`src/sv/pm4_packet_stream_parser_defines.svh`:
```
// ---------------------------------------------------------------------------
// PM4 packet stream parser: assertion macros
// Shared concurrent assertion forms. They sample on clk and are quiet in rst.
// ---------------------------------------------------------------------------
`ifndef PM4_PACKET_STREAM_PARSER_DEFINES_SVH
`define PM4_PACKET_STREAM_PARSER_DEFINES_SVH

// Same-cycle implication
`define PM4_ASSERT_NOW(label, ante, cons, msg) \
  label: assert property (@(posedge clk) disable iff (rst) (ante) |-> (cons)) \
    else $error(msg);

// Next-cycle implication
`define PM4_ASSERT_NEXT(label, ante, cons, msg) \
  label: assert property (@(posedge clk) disable iff (rst) (ante) |=> (cons)) \
    else $error(msg);

`endif

```
`src/sv/pm4_pkg.sv`:
```
// ---------------------------------------------------------------------------
// PM4 packet stream parser: package
// Result kinds, header types and the decoded command passed front to back.
// ---------------------------------------------------------------------------
package pm4_pkg;

  // Result kinds
  localparam logic [1:0] KIND_HDR     = 2'd0;
  localparam logic [1:0] KIND_REG     = 2'd1;
  localparam logic [1:0] KIND_PAYLOAD = 2'd2;

  // Header types, bits 31..30
  localparam logic [1:0] HDR_TYPE0 = 2'd0;
  localparam logic [1:0] HDR_TYPE1 = 2'd1;
  localparam logic [1:0] HDR_TYPE2 = 2'd2;
  localparam logic [1:0] HDR_TYPE3 = 2'd3;

  // Register limit after reset
  localparam logic [15:0] REG_LIMIT_RESET = 16'h5003;

  // Decoded command word; idx is the full 16-bit index before masking
  typedef struct packed {
    logic [1:0]  kind;
    logic [15:0] idx;
    logic [31:0] value;
    logic [6:0]  opcode;
    logic        predicated;
    logic [13:0] pos;
    logic        last;
  } cmd_t;

endpackage

```
`src/sv/pm4_packet_stream_parser.sv`:
```
// ---------------------------------------------------------------------------
// PM4 packet stream parser
// Decodes a PM4 command stream into no-ops, register writes and payloads.
// ---------------------------------------------------------------------------
// Usage:
//   Input channel in_valid/in_ready carries one 32-bit stream word. Every
//   accepted word yields exactly one output word on out_valid/out_ready:
//   a consumed header, a register write or a type 3 payload word.
//   cfg_we/cfg_data write the 16-bit register limit; write it only while
//   the parser is idle. Indices at or above it raise bad_index.
//   Path: an accepted word is written into the queue at the accept edge
//   and loads into the output register when the queue pops it, which
//   waits while the output holds a word that out_ready has not taken.
//   Throughput: one word per cycle, sustained while out_ready stays high.
//   The front end decodes and updates packet state in the accept cycle; the
//   queue (QUEUE_DEPTH entries) lets it run ahead of the output register.
//   When the receiver stalls, the output holds and the queue fills; in_ready
//   falls once the queue is full.
//   Reset (rst, synchronous) empties the queue, drops out_valid, returns the
//   parser to expecting a header and sets the limit to 0x5003.
// ---------------------------------------------------------------------------
`include "pm4_packet_stream_parser_defines.svh"

module pm4_packet_stream_parser
  import pm4_pkg::*;
#(
  parameter int QUEUE_DEPTH = 2
) (
  input  logic        clk,
  input  logic        rst,
  input  logic        cfg_we,
  input  logic [15:0] cfg_data,
  input  logic        in_valid,
  output logic        in_ready,
  input  logic [31:0] word,
  output logic        out_valid,
  input  logic        out_ready,
  output logic [1:0]  kind,
  output logic [14:0] reg_index,
  output logic [31:0] value,
  output logic [6:0]  opcode,
  output logic        predicated,
  output logic [13:0] payload_pos,
  output logic        last,
  output logic        bad_index
);

  logic [15:0] reg_limit;
  logic        space;
  logic        push;
  cmd_t        push_cmd;
  logic        pop;
  logic        head_valid;
  cmd_t        head_cmd;

  // Register limit
  always_ff @(posedge clk) begin
    if (rst) begin
      reg_limit <= REG_LIMIT_RESET;
    end else if (cfg_we) begin
      reg_limit <= cfg_data;
    end
  end

  pm4_front u_front (
    .clk      (clk),
    .rst      (rst),
    .in_valid (in_valid),
    .in_ready (in_ready),
    .word     (word),
    .space    (space),
    .push     (push),
    .cmd      (push_cmd)
  );

  pm4_queue #(
    .DEPTH (QUEUE_DEPTH)
  ) u_queue (
    .clk        (clk),
    .rst        (rst),
    .push       (push),
    .push_cmd   (push_cmd),
    .space      (space),
    .pop        (pop),
    .head_valid (head_valid),
    .head_cmd   (head_cmd)
  );

  pm4_back u_back (
    .clk         (clk),
    .rst         (rst),
    .head_valid  (head_valid),
    .head_cmd    (head_cmd),
    .pop         (pop),
    .reg_limit   (reg_limit),
    .out_valid   (out_valid),
    .out_ready   (out_ready),
    .kind        (kind),
    .reg_index   (reg_index),
    .value       (value),
    .opcode      (opcode),
    .predicated  (predicated),
    .payload_pos (payload_pos),
    .last        (last),
    .bad_index   (bad_index)
  );

  // Checks
  `PM4_ASSERT_NOW(a_bad_only_reg, out_valid && bad_index, kind == KIND_REG, "bad_index off a register write")
  `PM4_ASSERT_NOW(a_reg_no_opcode, out_valid && kind == KIND_REG, opcode == 7'd0 && !predicated, "register write carries opcode")
  `PM4_ASSERT_NOW(a_hdr_pos_zero, out_valid && kind == KIND_HDR, payload_pos == 14'd0 && reg_index == 15'd0, "header with position or index")
  `PM4_ASSERT_NEXT(a_pop_shows, pop, out_valid, "popped word not presented")

endmodule

```
`src/sv/pm4_front.sv`:
```
// ---------------------------------------------------------------------------
// PM4 front end
// Accepts stream words, tracks packet state and classifies each word.
// ---------------------------------------------------------------------------
module pm4_front
  import pm4_pkg::*;
(
  input  logic        clk,
  input  logic        rst,
  input  logic        in_valid,
  output logic        in_ready,
  input  logic [31:0] word,
  input  logic        space,
  output logic        push,
  output cmd_t        cmd
);

  // Packet state
  logic [14:0] words_left;
  logic [31:0] held_header;
  logic [13:0] word_position;

  logic [14:0] words_left_next;
  logic [31:0] held_header_next;
  logic [13:0] word_position_next;

  logic        at_header;
  logic [1:0]  in_type;
  logic [1:0]  held_type;
  logic [14:0] hdr_len;
  logic [15:0] t0_idx;

  assign in_ready  = space;
  assign push      = in_valid && space;
  assign at_header = (words_left == 15'd0);
  assign in_type   = word[31:30];
  assign held_type = held_header[31:30];

  // Type 0 index: base plus position unless the fixed-index bit is set
  assign t0_idx = {1'b0, held_header[14:0]} +
                  (held_header[15] ? 16'd0 : {2'b00, word_position});

  // Payload length announced by a header
  always_comb begin
    if (word == 32'd0 || in_type == HDR_TYPE2) begin
      hdr_len = 15'd0;
    end else if (in_type == HDR_TYPE1) begin
      hdr_len = 15'd2;
    end else begin
      hdr_len = {1'b0, word[29:16]} + 15'd1;
    end
  end

  // Classify the incoming word
  always_comb begin
    cmd       = '0;
    cmd.value = word;
    if (at_header) begin
      cmd.kind = KIND_HDR;
      cmd.last = (hdr_len == 15'd0);
      if (in_type == HDR_TYPE3) begin
        cmd.opcode     = word[14:8];
        cmd.predicated = word[0];
      end
    end else begin
      cmd.pos  = word_position;
      cmd.last = (words_left == 15'd1);
      if (held_type == HDR_TYPE3) begin
        cmd.kind       = KIND_PAYLOAD;
        cmd.opcode     = held_header[14:8];
        cmd.predicated = held_header[0];
      end else begin
        cmd.kind = KIND_REG;
        if (held_type == HDR_TYPE1) begin
          cmd.idx = (word_position == 14'd0) ? {5'd0, held_header[10:0]}
                                             : {5'd0, held_header[21:11]};
        end else begin
          cmd.idx = t0_idx;
        end
      end
    end
  end

  // State update on each accepted word
  always_comb begin
    words_left_next    = words_left;
    held_header_next   = held_header;
    word_position_next = word_position;
    if (push) begin
      if (at_header) begin
        words_left_next    = hdr_len;
        held_header_next   = word;
        word_position_next = 14'd0;
      end else begin
        words_left_next    = words_left - 15'd1;
        word_position_next = word_position + 14'd1;
      end
    end
  end

  always_ff @(posedge clk) begin
    if (rst) begin
      words_left    <= 15'd0;
      held_header   <= 32'd0;
      word_position <= 14'd0;
    end else begin
      words_left    <= words_left_next;
      held_header   <= held_header_next;
      word_position <= word_position_next;
    end
  end

endmodule

```
`src/sv/pm4_queue.sv`:
```
// ---------------------------------------------------------------------------
// PM4 command queue
// Short FIFO of decoded commands between the front and back ends.
// ---------------------------------------------------------------------------
module pm4_queue
  import pm4_pkg::*;
#(
  parameter int DEPTH = 2
) (
  input  logic clk,
  input  logic rst,
  input  logic push,
  input  cmd_t push_cmd,
  output logic space,
  input  logic pop,
  output logic head_valid,
  output cmd_t head_cmd
);

  localparam int PTR_W = (DEPTH > 1) ? $clog2(DEPTH) : 1;
  localparam int CNT_W = $clog2(DEPTH + 1);

  cmd_t             entries [DEPTH];
  logic [PTR_W-1:0] wr_ptr;
  logic [PTR_W-1:0] rd_ptr;
  logic [CNT_W-1:0] count;

  assign space      = (count != CNT_W'(DEPTH));
  assign head_valid = (count != '0);
  assign head_cmd   = entries[rd_ptr];

  // Entry storage
  always_ff @(posedge clk) begin
    if (push) begin
      entries[wr_ptr] <= push_cmd;
    end
  end

  // Pointers and occupancy
  always_ff @(posedge clk) begin
    if (rst) begin
      wr_ptr <= '0;
      rd_ptr <= '0;
      count  <= '0;
    end else begin
      if (push) begin
        wr_ptr <= (wr_ptr == PTR_W'(DEPTH - 1)) ? '0 : wr_ptr + 1'b1;
      end
      if (pop) begin
        rd_ptr <= (rd_ptr == PTR_W'(DEPTH - 1)) ? '0 : rd_ptr + 1'b1;
      end
      if (push && !pop) begin
        count <= count + 1'b1;
      end else if (pop && !push) begin
        count <= count - 1'b1;
      end
    end
  end

endmodule

```
`src/sv/pm4_back.sv`:
```
// ---------------------------------------------------------------------------
// PM4 back end
// Checks register indices against the limit and holds the output word.
// ---------------------------------------------------------------------------
module pm4_back
  import pm4_pkg::*;
(
  input  logic        clk,
  input  logic        rst,
  input  logic        head_valid,
  input  cmd_t        head_cmd,
  output logic        pop,
  input  logic [15:0] reg_limit,
  output logic        out_valid,
  input  logic        out_ready,
  output logic [1:0]  kind,
  output logic [14:0] reg_index,
  output logic [31:0] value,
  output logic [6:0]  opcode,
  output logic        predicated,
  output logic [13:0] payload_pos,
  output logic        last,
  output logic        bad_index
);

  logic bad;

  assign pop = head_valid && (!out_valid || out_ready);
  assign bad = (head_cmd.kind == KIND_REG) && (head_cmd.idx >= reg_limit);

  // Output valid
  always_ff @(posedge clk) begin
    if (rst) begin
      out_valid <= 1'b0;
    end else if (pop) begin
      out_valid <= 1'b1;
    end else if (out_ready) begin
      out_valid <= 1'b0;
    end
  end

  // Output payload
  always_ff @(posedge clk) begin
    if (pop) begin
      kind        <= head_cmd.kind;
      reg_index   <= head_cmd.idx[14:0];
      value       <= head_cmd.value;
      opcode      <= head_cmd.opcode;
      predicated  <= head_cmd.predicated;
      payload_pos <= head_cmd.pos;
      last        <= head_cmd.last;
      bad_index   <= bad;
    end
  end

endmodule
```
`config.mk`:
```
export PLATFORM = sky130hd
export DESIGN_NAME = pm4_packet_stream_parser
export DESIGN_NICKNAME = d
export VERILOG_FILES = /design/src/sv/pm4_pkg.sv /design/src/sv/pm4_packet_stream_parser.sv /design/src/sv/pm4_front.sv /design/src/sv/pm4_queue.sv /design/src/sv/pm4_back.sv
export VERILOG_INCLUDE_DIRS = /design/src /design/src/sv
export SDC_FILE = /design/constraint.sdc
export NUM_CORES = 1
export LEC_CHECK = 0
export BUFFER_PORTS_ARGS = -buffer_cell sky130_fd_sc_hd__buf_2
export CAP_MARGIN = 0
export CORE_ASPECT_RATIO = 0.75
export CORE_MARGIN = 2
export CORE_UTILIZATION = 35
export DETAILED_ROUTE_END_ITERATION = 10
export MAX_ROUTING_LAYER = met4
export SLEW_MARGIN = 10
export SYNTH_ARGS = -nofsm -noshare
export SYNTH_HDL_FRONTEND = slang
export SYNTH_SLANG_ARGS = --single-unit
```
`constraint.sdc`:
```
create_clock -name clk -period 5.4 [get_ports clk]
set_input_delay 1.62 -clock clk [delete_from_list [all_inputs] [get_ports clk]]
set_output_delay 1.62 -clock clk [all_outputs]
set_load 0.02 [all_outputs]
```
==> results of run 1 <==
==> stage by stage <==
stage | hold WS, ns | cells | util [%] | area (um2)
CTS | 0.4568 | 1616 | 41.39 | 14820
finish | 0.4544 | 1617 | 41.39 | 14820
floorplan | 0.4360 | 996 | - | 12680
detailed placement | 0.4482 | 1560 | 38.63 | 13830
global placement | 0.4427 | 1560 | 38.63 | 13830
global route | 0.4727 | 1617 | 41.39 | 14820
==> routing by layer <==
metal	part of all wire [%]	vias up	track usage (%)
met3	5.2	53	3.229
met4	2.2	0	3.913
met5	0	-	-
met2	45	205	24.26
li1	-	3918	-
met1	48	3993	22.20
==> worst max-delay path by stage <==
| stage | from | to | slack (ns) | cells past startpoint |
|---|---|---|---|---|
| 6_report | word[8] | u_queue.entries[1][0] | 1.89 | 8 |
| 5_1_grt | u_front.words_left[9] | u_front.words_left[9] | 1.67 | 7 |
| 4_1_cts | u_front.words_left[9] | u_front.words_left[9] | 1.95 | 7 |
| 3_5_place_dp | word[8] | u_queue.entries[1][0] | 1.36 | 8 |
| 3_3_place_gp | word[8] | u_queue.entries[0][0] | 1.44 | 8 |
| 2_1_floorplan | in_valid | u_queue.entries[0][0] | 1.14 | 3 |
==> worst max-delay path, stage by stage <==
cell	delay [ns]
buf_2	0.14
nor4_1	0.56
nand4_1	0.27
nor3_2	0.35
nor2_1	0.24
o31ai_2	0.12
o211ai_1	0.15
a2111oi_2	0.42
==> state kept, by name (all words and copies together), names as in the netlist, 2 cells and up, named ones only <==
name	cells
u_front.word_position	14
u_back.kind	2
reg_limit	16
u_queue.count	2
u_front.words_left	15
u_back.payload_pos	14
u_front.held_header	24
u_queue.entries	146
u_back.opcode	7
u_back.reg_index	15
u_back.value	32
==> placed cells by master, fill, tap and decap left out, drive strengths merged, types with 3 or more instances in the layout <==
master      n
edfxtp    219
buf       137
nand2      93
nor2       81
dfxtp      75
mux2       73
a21oi      71
clkbuf     41
ha         37
inv        31
xor2       25
mux2i      24
xnor2      21
o21ai      20
nor3       18
nand3      17
nor2b      16
and2       15
nand2b     14
clkinv     12
and3       12
nor4       11
nand4      11
a211oi      9
a22o        8
or3         7
a21o        7
a31oi       5
o211ai      5
o31ai       5
o21a        3
clkinvlp    3
==> area by class of cell <==
cell class / instances / area (um2)
Fill cell: 3340 / 20990
Clock buffer: 41 / 874.6
Tap cell: 465 / 581.8
Inverter: 32 / 121.4
Clock inverter: 15 / 111.4
Multi-Input combinational cell: 632 / 4339
Antenna cell: 1 / 2.502
Timing Repair Buffer: 137 / 710.7
Sequential cell: 294 / 8082
==> power by group <==
group,leakage (nW),internal [mW],switching [mW]
Combinational,2.38,0.839,1.65
Sequential,2.70,3.18,0.236
Clock,0.487,1.18,0.869
==> cell families (layout without fill, tap and decap cells) <==
logic type	count (synthesis)	count (layout)
other	0	1
and+or+nand+nor	302	302
DFF	294	294
AOI/OAI and AO/OA	148	148
buffers and inverters	70	225
muxes	97	97
xor gates and xnor gates	46	46
adders and majority gates	39	39
==> cells in the mapped netlist (15+ instances only) <==
cell type	instances	share of area, %
xor2_1	25	1.7
and2_1	15	0.74
nand2_1	92	2.7
mux2i_1	24	1.9
inv_1	31	0.92
ha_1	37	3.7
dfxtp_1	75	12
nor2b_1	16	0.79
edfxtp_1	219	52
a21oi_1	71	2.8
xnor2_1	21	1.5
nor2_1	79	2.3
nor3_1	16	0.63
mux2_2	72	6.4
clkbuf_1	27	0.80
nand3_1	17	0.67
==> summary.md, run 1 <==
Clock-pin slew was measured on the worst setup and hold paths at 0.07 ns. Kind of path behind the tightest hold check: flop to flop. Summing the sequential cell areas from Yosys gives 63.71% of the chip area. For this configuration, the core starts out at a cell density of 35.41%. Summing the areas of all xor and xnor instances in the mapped netlist gives 3.178% of the synthesized area.

The detail-routed via count per cell is 5.052, and the instance count along the most critical hold path is 2. Setup fix buffers added after clock tree synthesis: 0. The tools report the end of the worst register-to-register path as u_front.words_left[9]. The total count of max-transition violations in the final report is 0. The tools report the final RePlAce weighted congestion as 0.8651.

The share of layout cells above drive strength 1 is 23.72%, and the peak fanout along the critical path is 10. Headroom to the max-slew limit came out at 18.40%. Startpoint type of the worst setup path: a primary input.

Setup repair after global routing left no endpoint under its margin. The number of synthesized flops with an enable pin is 219, and the number of antenna violations at the first check in global routing is 1. Summing the areas of all compound-gate instances in the mapped netlist gives 7.244% of the synthesized area. At the pin with the least slew margin, the transition time is 1.221 ns.

The flow ran to the end, and the final reports show no timing, DRC or antenna violations. The deepest level of the CTS H-tree was 1. TritonCTS built the clock tree. Data on the critical path arrives at its endpoint at 3.86 ns.

Timing would allow up to 285.1 MHz. The logs give 60 for the distinct cell type count of the synthesized netlist and 16.03% for the overall track demand over capacity in global routing. The multiplexer fraction of the synthesized cell area was 8.408%; the slack of the worst reg-to-reg path was 1.91 ns. The tools report the terminating pin of the worst hold path as u_front.held_header[20].

For the final database, setup skew stands at 0.02135 ns. The net count of the finished layout is 1,218. The tools report the count of pins on the block boundary as 128.

The routed layout has 8,169 vias. The number of nets with antenna violations after detailed routing is 0, and the synthesized area divided by synthesized cell count is 12.73 um2. Most frequently used flop master after synthesis: edfxtp_1.

The smallest clock period supported by the final layout is computed as 3.507 ns. The share of flip-flops with an asynchronous set or reset after synthesis works out to 0%. The main combinational cell family by area after synthesis is simple AND/OR/NAND/NOR gates. The cell area that synthesis handed to floorplanning was 0.01268 mm2. The core region is 0.03581 mm2. The number of cells on the worst reg-to-reg path is 7. Worst supply voltage drop on vdd: 0.2723 mV.

For the worst-skew pair, the clock arrives at the later sink with an insertion delay of 0.57 ns. In this run the vertical extent of the chip is 168.8 um. The first-pass GRT wire length is 45,570 um, and the post-synthesis net count is 1,087. Post-placement worst setup slack: 1.356 ns. The logs give 60 for the site row count and 7.954 mW for the total power consumption of the routed design. The run gives 0 as the hold violation count in the final report. From left edge to right edge, the die measures 223.8 um. The total wirelength of the detailed-routed design was 29,810 um. STA classifies the critical path endpoint as a flop. Cell at the root of the clock tree: clkbuf_16. The remaining global-route overflow came out at 0. The startpoint identified for the worst hold timing path is u_front.held_header[20]. The launching point of the worst reg2reg path is u_front.words_left[9].

After Yosys synthesis, full adders, half adders and majority gates account for 3.888% of the synthesized area. Setup violations remaining at the end of the flow were counted as 0. The number of global-route vias before repair is 7,937, and the portion of the clock cycle consumed by the worst path in the final layout is 64.95%. Synthesis inferred 294 register bits. Synthesis produced 996 cells.

No sink is reached through more buffers than the 3 on the longest clock path. For the DRC marker count from the first detailed-route iteration, the log shows 550. The number of maximum-capacitance constraint violations was 0; the mean routed wirelength per cell was 18.43 um. The setup path with the least slack is of type primary input to flop. For the die area, the log shows 0.03778 mm2.

After detailed routing, the number of remaining DRC violations is 0. Buffers placed on the I/O ports in this run total 127. The required time of the critical path was 5.76 ns. The tools report the total CTS buffers as 30. The logs give 0 for the quantity of hold-fixing buffers added after cts and 20,150 um for the final HPWL from detailed placement. Before antenna repair, the detailed router went through 5 iterations. The number of clock sinks is 294. Gates resized during post-CTS repair numbered 0. Entering global routing, the biggest net connects 63 pins. The power density relative to cell area is 536.6 mW/mm2, and the total leakage power is 5.564 nW.

For the number of warning messages in the yosys log, the log shows 0. The area added between synthesis and finish is 16.92%. The simple logic cell fraction of the synthesized area came out at 11.41%.

Adding up every negative setup slack in the final design gives 0 ns. After layout, the worst setup slack is 1.893 ns.
Note: power is estimated with default switching activity, not from simulation.
==> inputs of run 2 (changes only) <==
- clock period: 5.4 -> 3.64 ns (I/O delays scaled with it)
==> run 2 against run 1 <==
Die area stayed put; first-iteration DRC count is 9.3% higher; non-clock buffer count is 12 higher; power is 50% higher; combinational power is 53% higher; wire length is 0.82% higher; critical path depth is 3 higher; worst setup slack worse by 1.3 ns; worst hold slack better by 0.00085 ns; core utilization is 0.31 points higher; count of clock-buffer cells in the layout is 1 higher.
==> summary.md, run 2 (synthesized netlist as in run 1, its figures left out) <==
The register area was 0.008082 mm2 (unchanged). The instance area after placement was 0.01396 mm2 (+0.92%); the slack of the worst reg-to-reg path was 0.58 ns (-1.33 ns). The clock insertion delay at the later pin of the skew report came out at 0.57 ns (about the same). The tools report the origin of the worst min-delay path as u_front.held_header[21]. The mean routed wirelength per cell came out at 18.46 um (+0.13%). The transition at the pin with the smallest max-transition slack was 0.9341 ns (-0.2865 ns). The critical path buffer and inverter count works out to 1 (unchanged).

For this design, the slowest cell found on the critical path is dfxtp_1. The logs give 59 (-6.3%) for the largest net degree at the start of global routing and 0 (unchanged) for the remaining global-route overflow. The detailed-router iteration count before antenna repair is 7 (+2). The total wirelength of the detailed-routed design was 30,050 um (+0.82%); the deepest level of the CTS H-tree was 1 (unchanged).

The flip-flop count of the largest register, all copies and words added works out to 146 (unchanged). The run gives 30 (unchanged) as the total CTS buffers. Launching point of the worst reg2reg path: u_front.held_header[15]. The tools report the worst supply voltage drop on vdd as 0.3714 mV (+36%). Among cell families on the critical path, the largest total delay comes from compound AO/OA/AOI/OAI gates. The number of maximum-capacitance constraint violations is 0 (unchanged).

For the setup violation total in the final timing report, the log shows 0 (unchanged). The share of layout cells above drive strength 1 is 23.84% (+0.12 points), and the number of antenna violations at the first check in global routing is 1 (unchanged). Final RePlAce weighted congestion: 0.8541 (-1.3%).

Die area: 0.03778 mm2 (unchanged). The logs give 128 (unchanged) for the count of pins on the block boundary and 0.03581 mm2 (unchanged) for the core region area. The minimum clock period works out to 3.063 ns. Walking the worst path, the cells encountered are nor2_1 -> ha_1 -> inv_1 -> fa_1 -> nor2b_1 -> o31a_1 -> or4_1 -> a31oi_1 -> xnor2_1 -> nor2_1 -> a211oi_1. The floorplan die height was 168.8 um (unchanged). STA classifies the critical path startpoint as a flop. Number of buffers between clock root and the deepest sink: 3 (unchanged). Number of global-route vias before repair: 8,023 (+1.1%).

The maximum clock rate is 326.5 MHz. The number of nets with antenna violations after detailed routing is 0 (unchanged), and the total leakage power is 5.625 nW (+1.1%). The logs give 3.43 ns (-0.43 ns) for the critical path data arrival time and 0 ns (unchanged) for the final sum of negative setup slack. The quantity of hold-fixing buffers added after cts is 0 (unchanged). The run gives 0 (unchanged) as the number of remaining DRC errors. The detail-routed via count per cell works out to 4.989 (-1.2%). The worst setup path is of the flop to flop kind. The run finished with clean final reports. The clock transition at the register clock pins on the worst setup and hold paths after CTS is 0.06 ns (about the same), and the hold violation count in the final report is 0 (unchanged). The instance count along the most critical hold path came out at 2 (unchanged).

The number of filler instances in the final layout was 3,354 (+0.42%); the DRC marker count from the first detailed-route iteration was 601 (+9.3%). The logs give 16.51% (+0.48 points) for the overall track demand over capacity in global routing and 0 (unchanged) for the total count of max-transition violations in the final report. The area of the multi-input gates was 0.004339 mm2 (unchanged); the site row count was 60 (unchanged). The peak fanout along the critical path is 16 (+6). The post-cts resize count was 0 (unchanged).

For the first-pass GRT wire length, the log shows 46,600 um (+2.3%). The largest registers in the layout are u_queue.entries (146), u_back.value (32), u_front.held_header (24). The count of buffers from port buffering is 127 (unchanged). The total power consumption of the routed design was 11.91 mW (+50%). Of the available clock period, the critical path in the final layout requires 84.14%. The number of clock sinks came out at 294 (unchanged).

The area added between synthesis and finish works out to 17.79%. Ranked by flip-flop count, first place goes to u_queue.entries. The cell at the root of the clock tree is clkbuf_16.

The run gives 4.01 ns (-1.75 ns) as the required time of the critical path. The worst hold path terminates at u_front.held_header[21]. The run gives 20,550 um (+2.0%) as the final HPWL from detailed placement. The cell occurring most often along the worst timing path was nor2_1.

The run gives 23.41% (+1.2 points) as the routing usage on met1. The top cell types in the final layout, fill and taps aside, are edfxtp_1 (219), buf_2 (127), nand2_1 (92). The run gives 2.760% (-0.47 points) as the met3 routing resource usage after global routing. The worst hold path belongs to the class flop to flop. The tools report the routing usage on met2 as 24.99% (+0.73 points).

Most common library cell in the layout ignoring fill and taps: edfxtp_1. The worst setup path is captured at a flop. The initial standard-cell utilization of the core came out at 35.41% (unchanged). Setup repair after global routing left no endpoint under its margin.

Routing layer with the top usage in global route: met2. The number of cells traversed by the worst register-to-register path is 11 (+4). The run gives 1,230 (+0.99%) as the net count reported at finish. The worst clock skew was 0.01541 ns (-0.005935 ns). The power density relative to cell area was 797.4 mW/mm2 (+49%); the largest stage delay on the critical path was 0.72 ns (+0.16 ns).

The run gives 0.01493 mm2 (+0.75%) as the final cell area excluding filler cells. Setup fix buffers added after clock tree synthesis: 0 (unchanged). The tools report the end of the worst register-to-register path as u_queue.entries[0][63].

The width of the die works out to 223.8 um (unchanged). TritonCTS built the clock tree. The total vias in the final route is 8,122 (-0.58%). The worst slew margin relative to its limit came out at 37.49% (+19 points).
[run 2: how the worst max path moves through the flow]
stage / startpoint / end / slack (ns) / cells after the start
CTS: u_front.held_header[15] / u_queue.entries[0][63] / 0.60 / 11
global placement: word[16] / u_queue.entries[0][0] / 0.27 / 8
detailed placement: word[16] / u_queue.entries[0][0] / 0.18 / 8
floorplan: in_valid / u_queue.entries[1][0] / 0.35 / 1
global route: u_front.held_header[15] / u_queue.entries[0][68] / 0.34 / 11
finish: u_front.held_header[15] / u_queue.entries[0][63] / 0.58 / 11
[run 2: layout make-up]
type / count / area share, %
Antenna cell: 1 / 0.01676
Timing Repair Buffer: 149 / 5.613
Tap cell: 465 / 3.896
Multi-Input combinational cell: 632 / 29.05
Clock buffer: 42 / 5.705
Inverter: 32 / 0.8127
Clock inverter: 13 / 0.7875
Sequential cell: 294 / 54.11
[run 2: per-layer routing]
layer	up-vias	wire, um
li1	3933	-
met1	3973	14930
met2	171	13310
met3	45	1241
met4	0	572
met5	-	0
[run 2: where the power goes]
group | switching, mW | total (mW) | leakage, nW | internal, mW
sequential | 0.358 | 5.07 | 2.70 | 4.71
combinational | 2.46 | 3.80 | 2.45 | 1.34
clock | 1.27 | 3.04 | 0.478 | 1.77
total | 4.09 | 11.9 | 5.62 | 7.82
[run 2: tightest hold or removal path, cell delays in order, from the launching register on]
cell     delay (ns)
dfxtp_1        0.31
nand2_1        0.05
a21oi_1        0.05
[run 2: metrics by stage]
step / std cells / hold slack, ns / util (%) / worst slack (ns)
after floorplan: 996 / 0.4360 / - / 0.3511
after global placement: 1572 / 0.4432 / 38.99 / 0.2748
after detailed placement: 1572 / 0.4489 / 38.99 / 0.1818
after CTS: 1627 / 0.4579 / 41.70 / 0.6004
after global routing: 1628 / 0.4866 / 41.71 / 0.3363
final: 1628 / 0.4553 / 41.71 / 0.5772
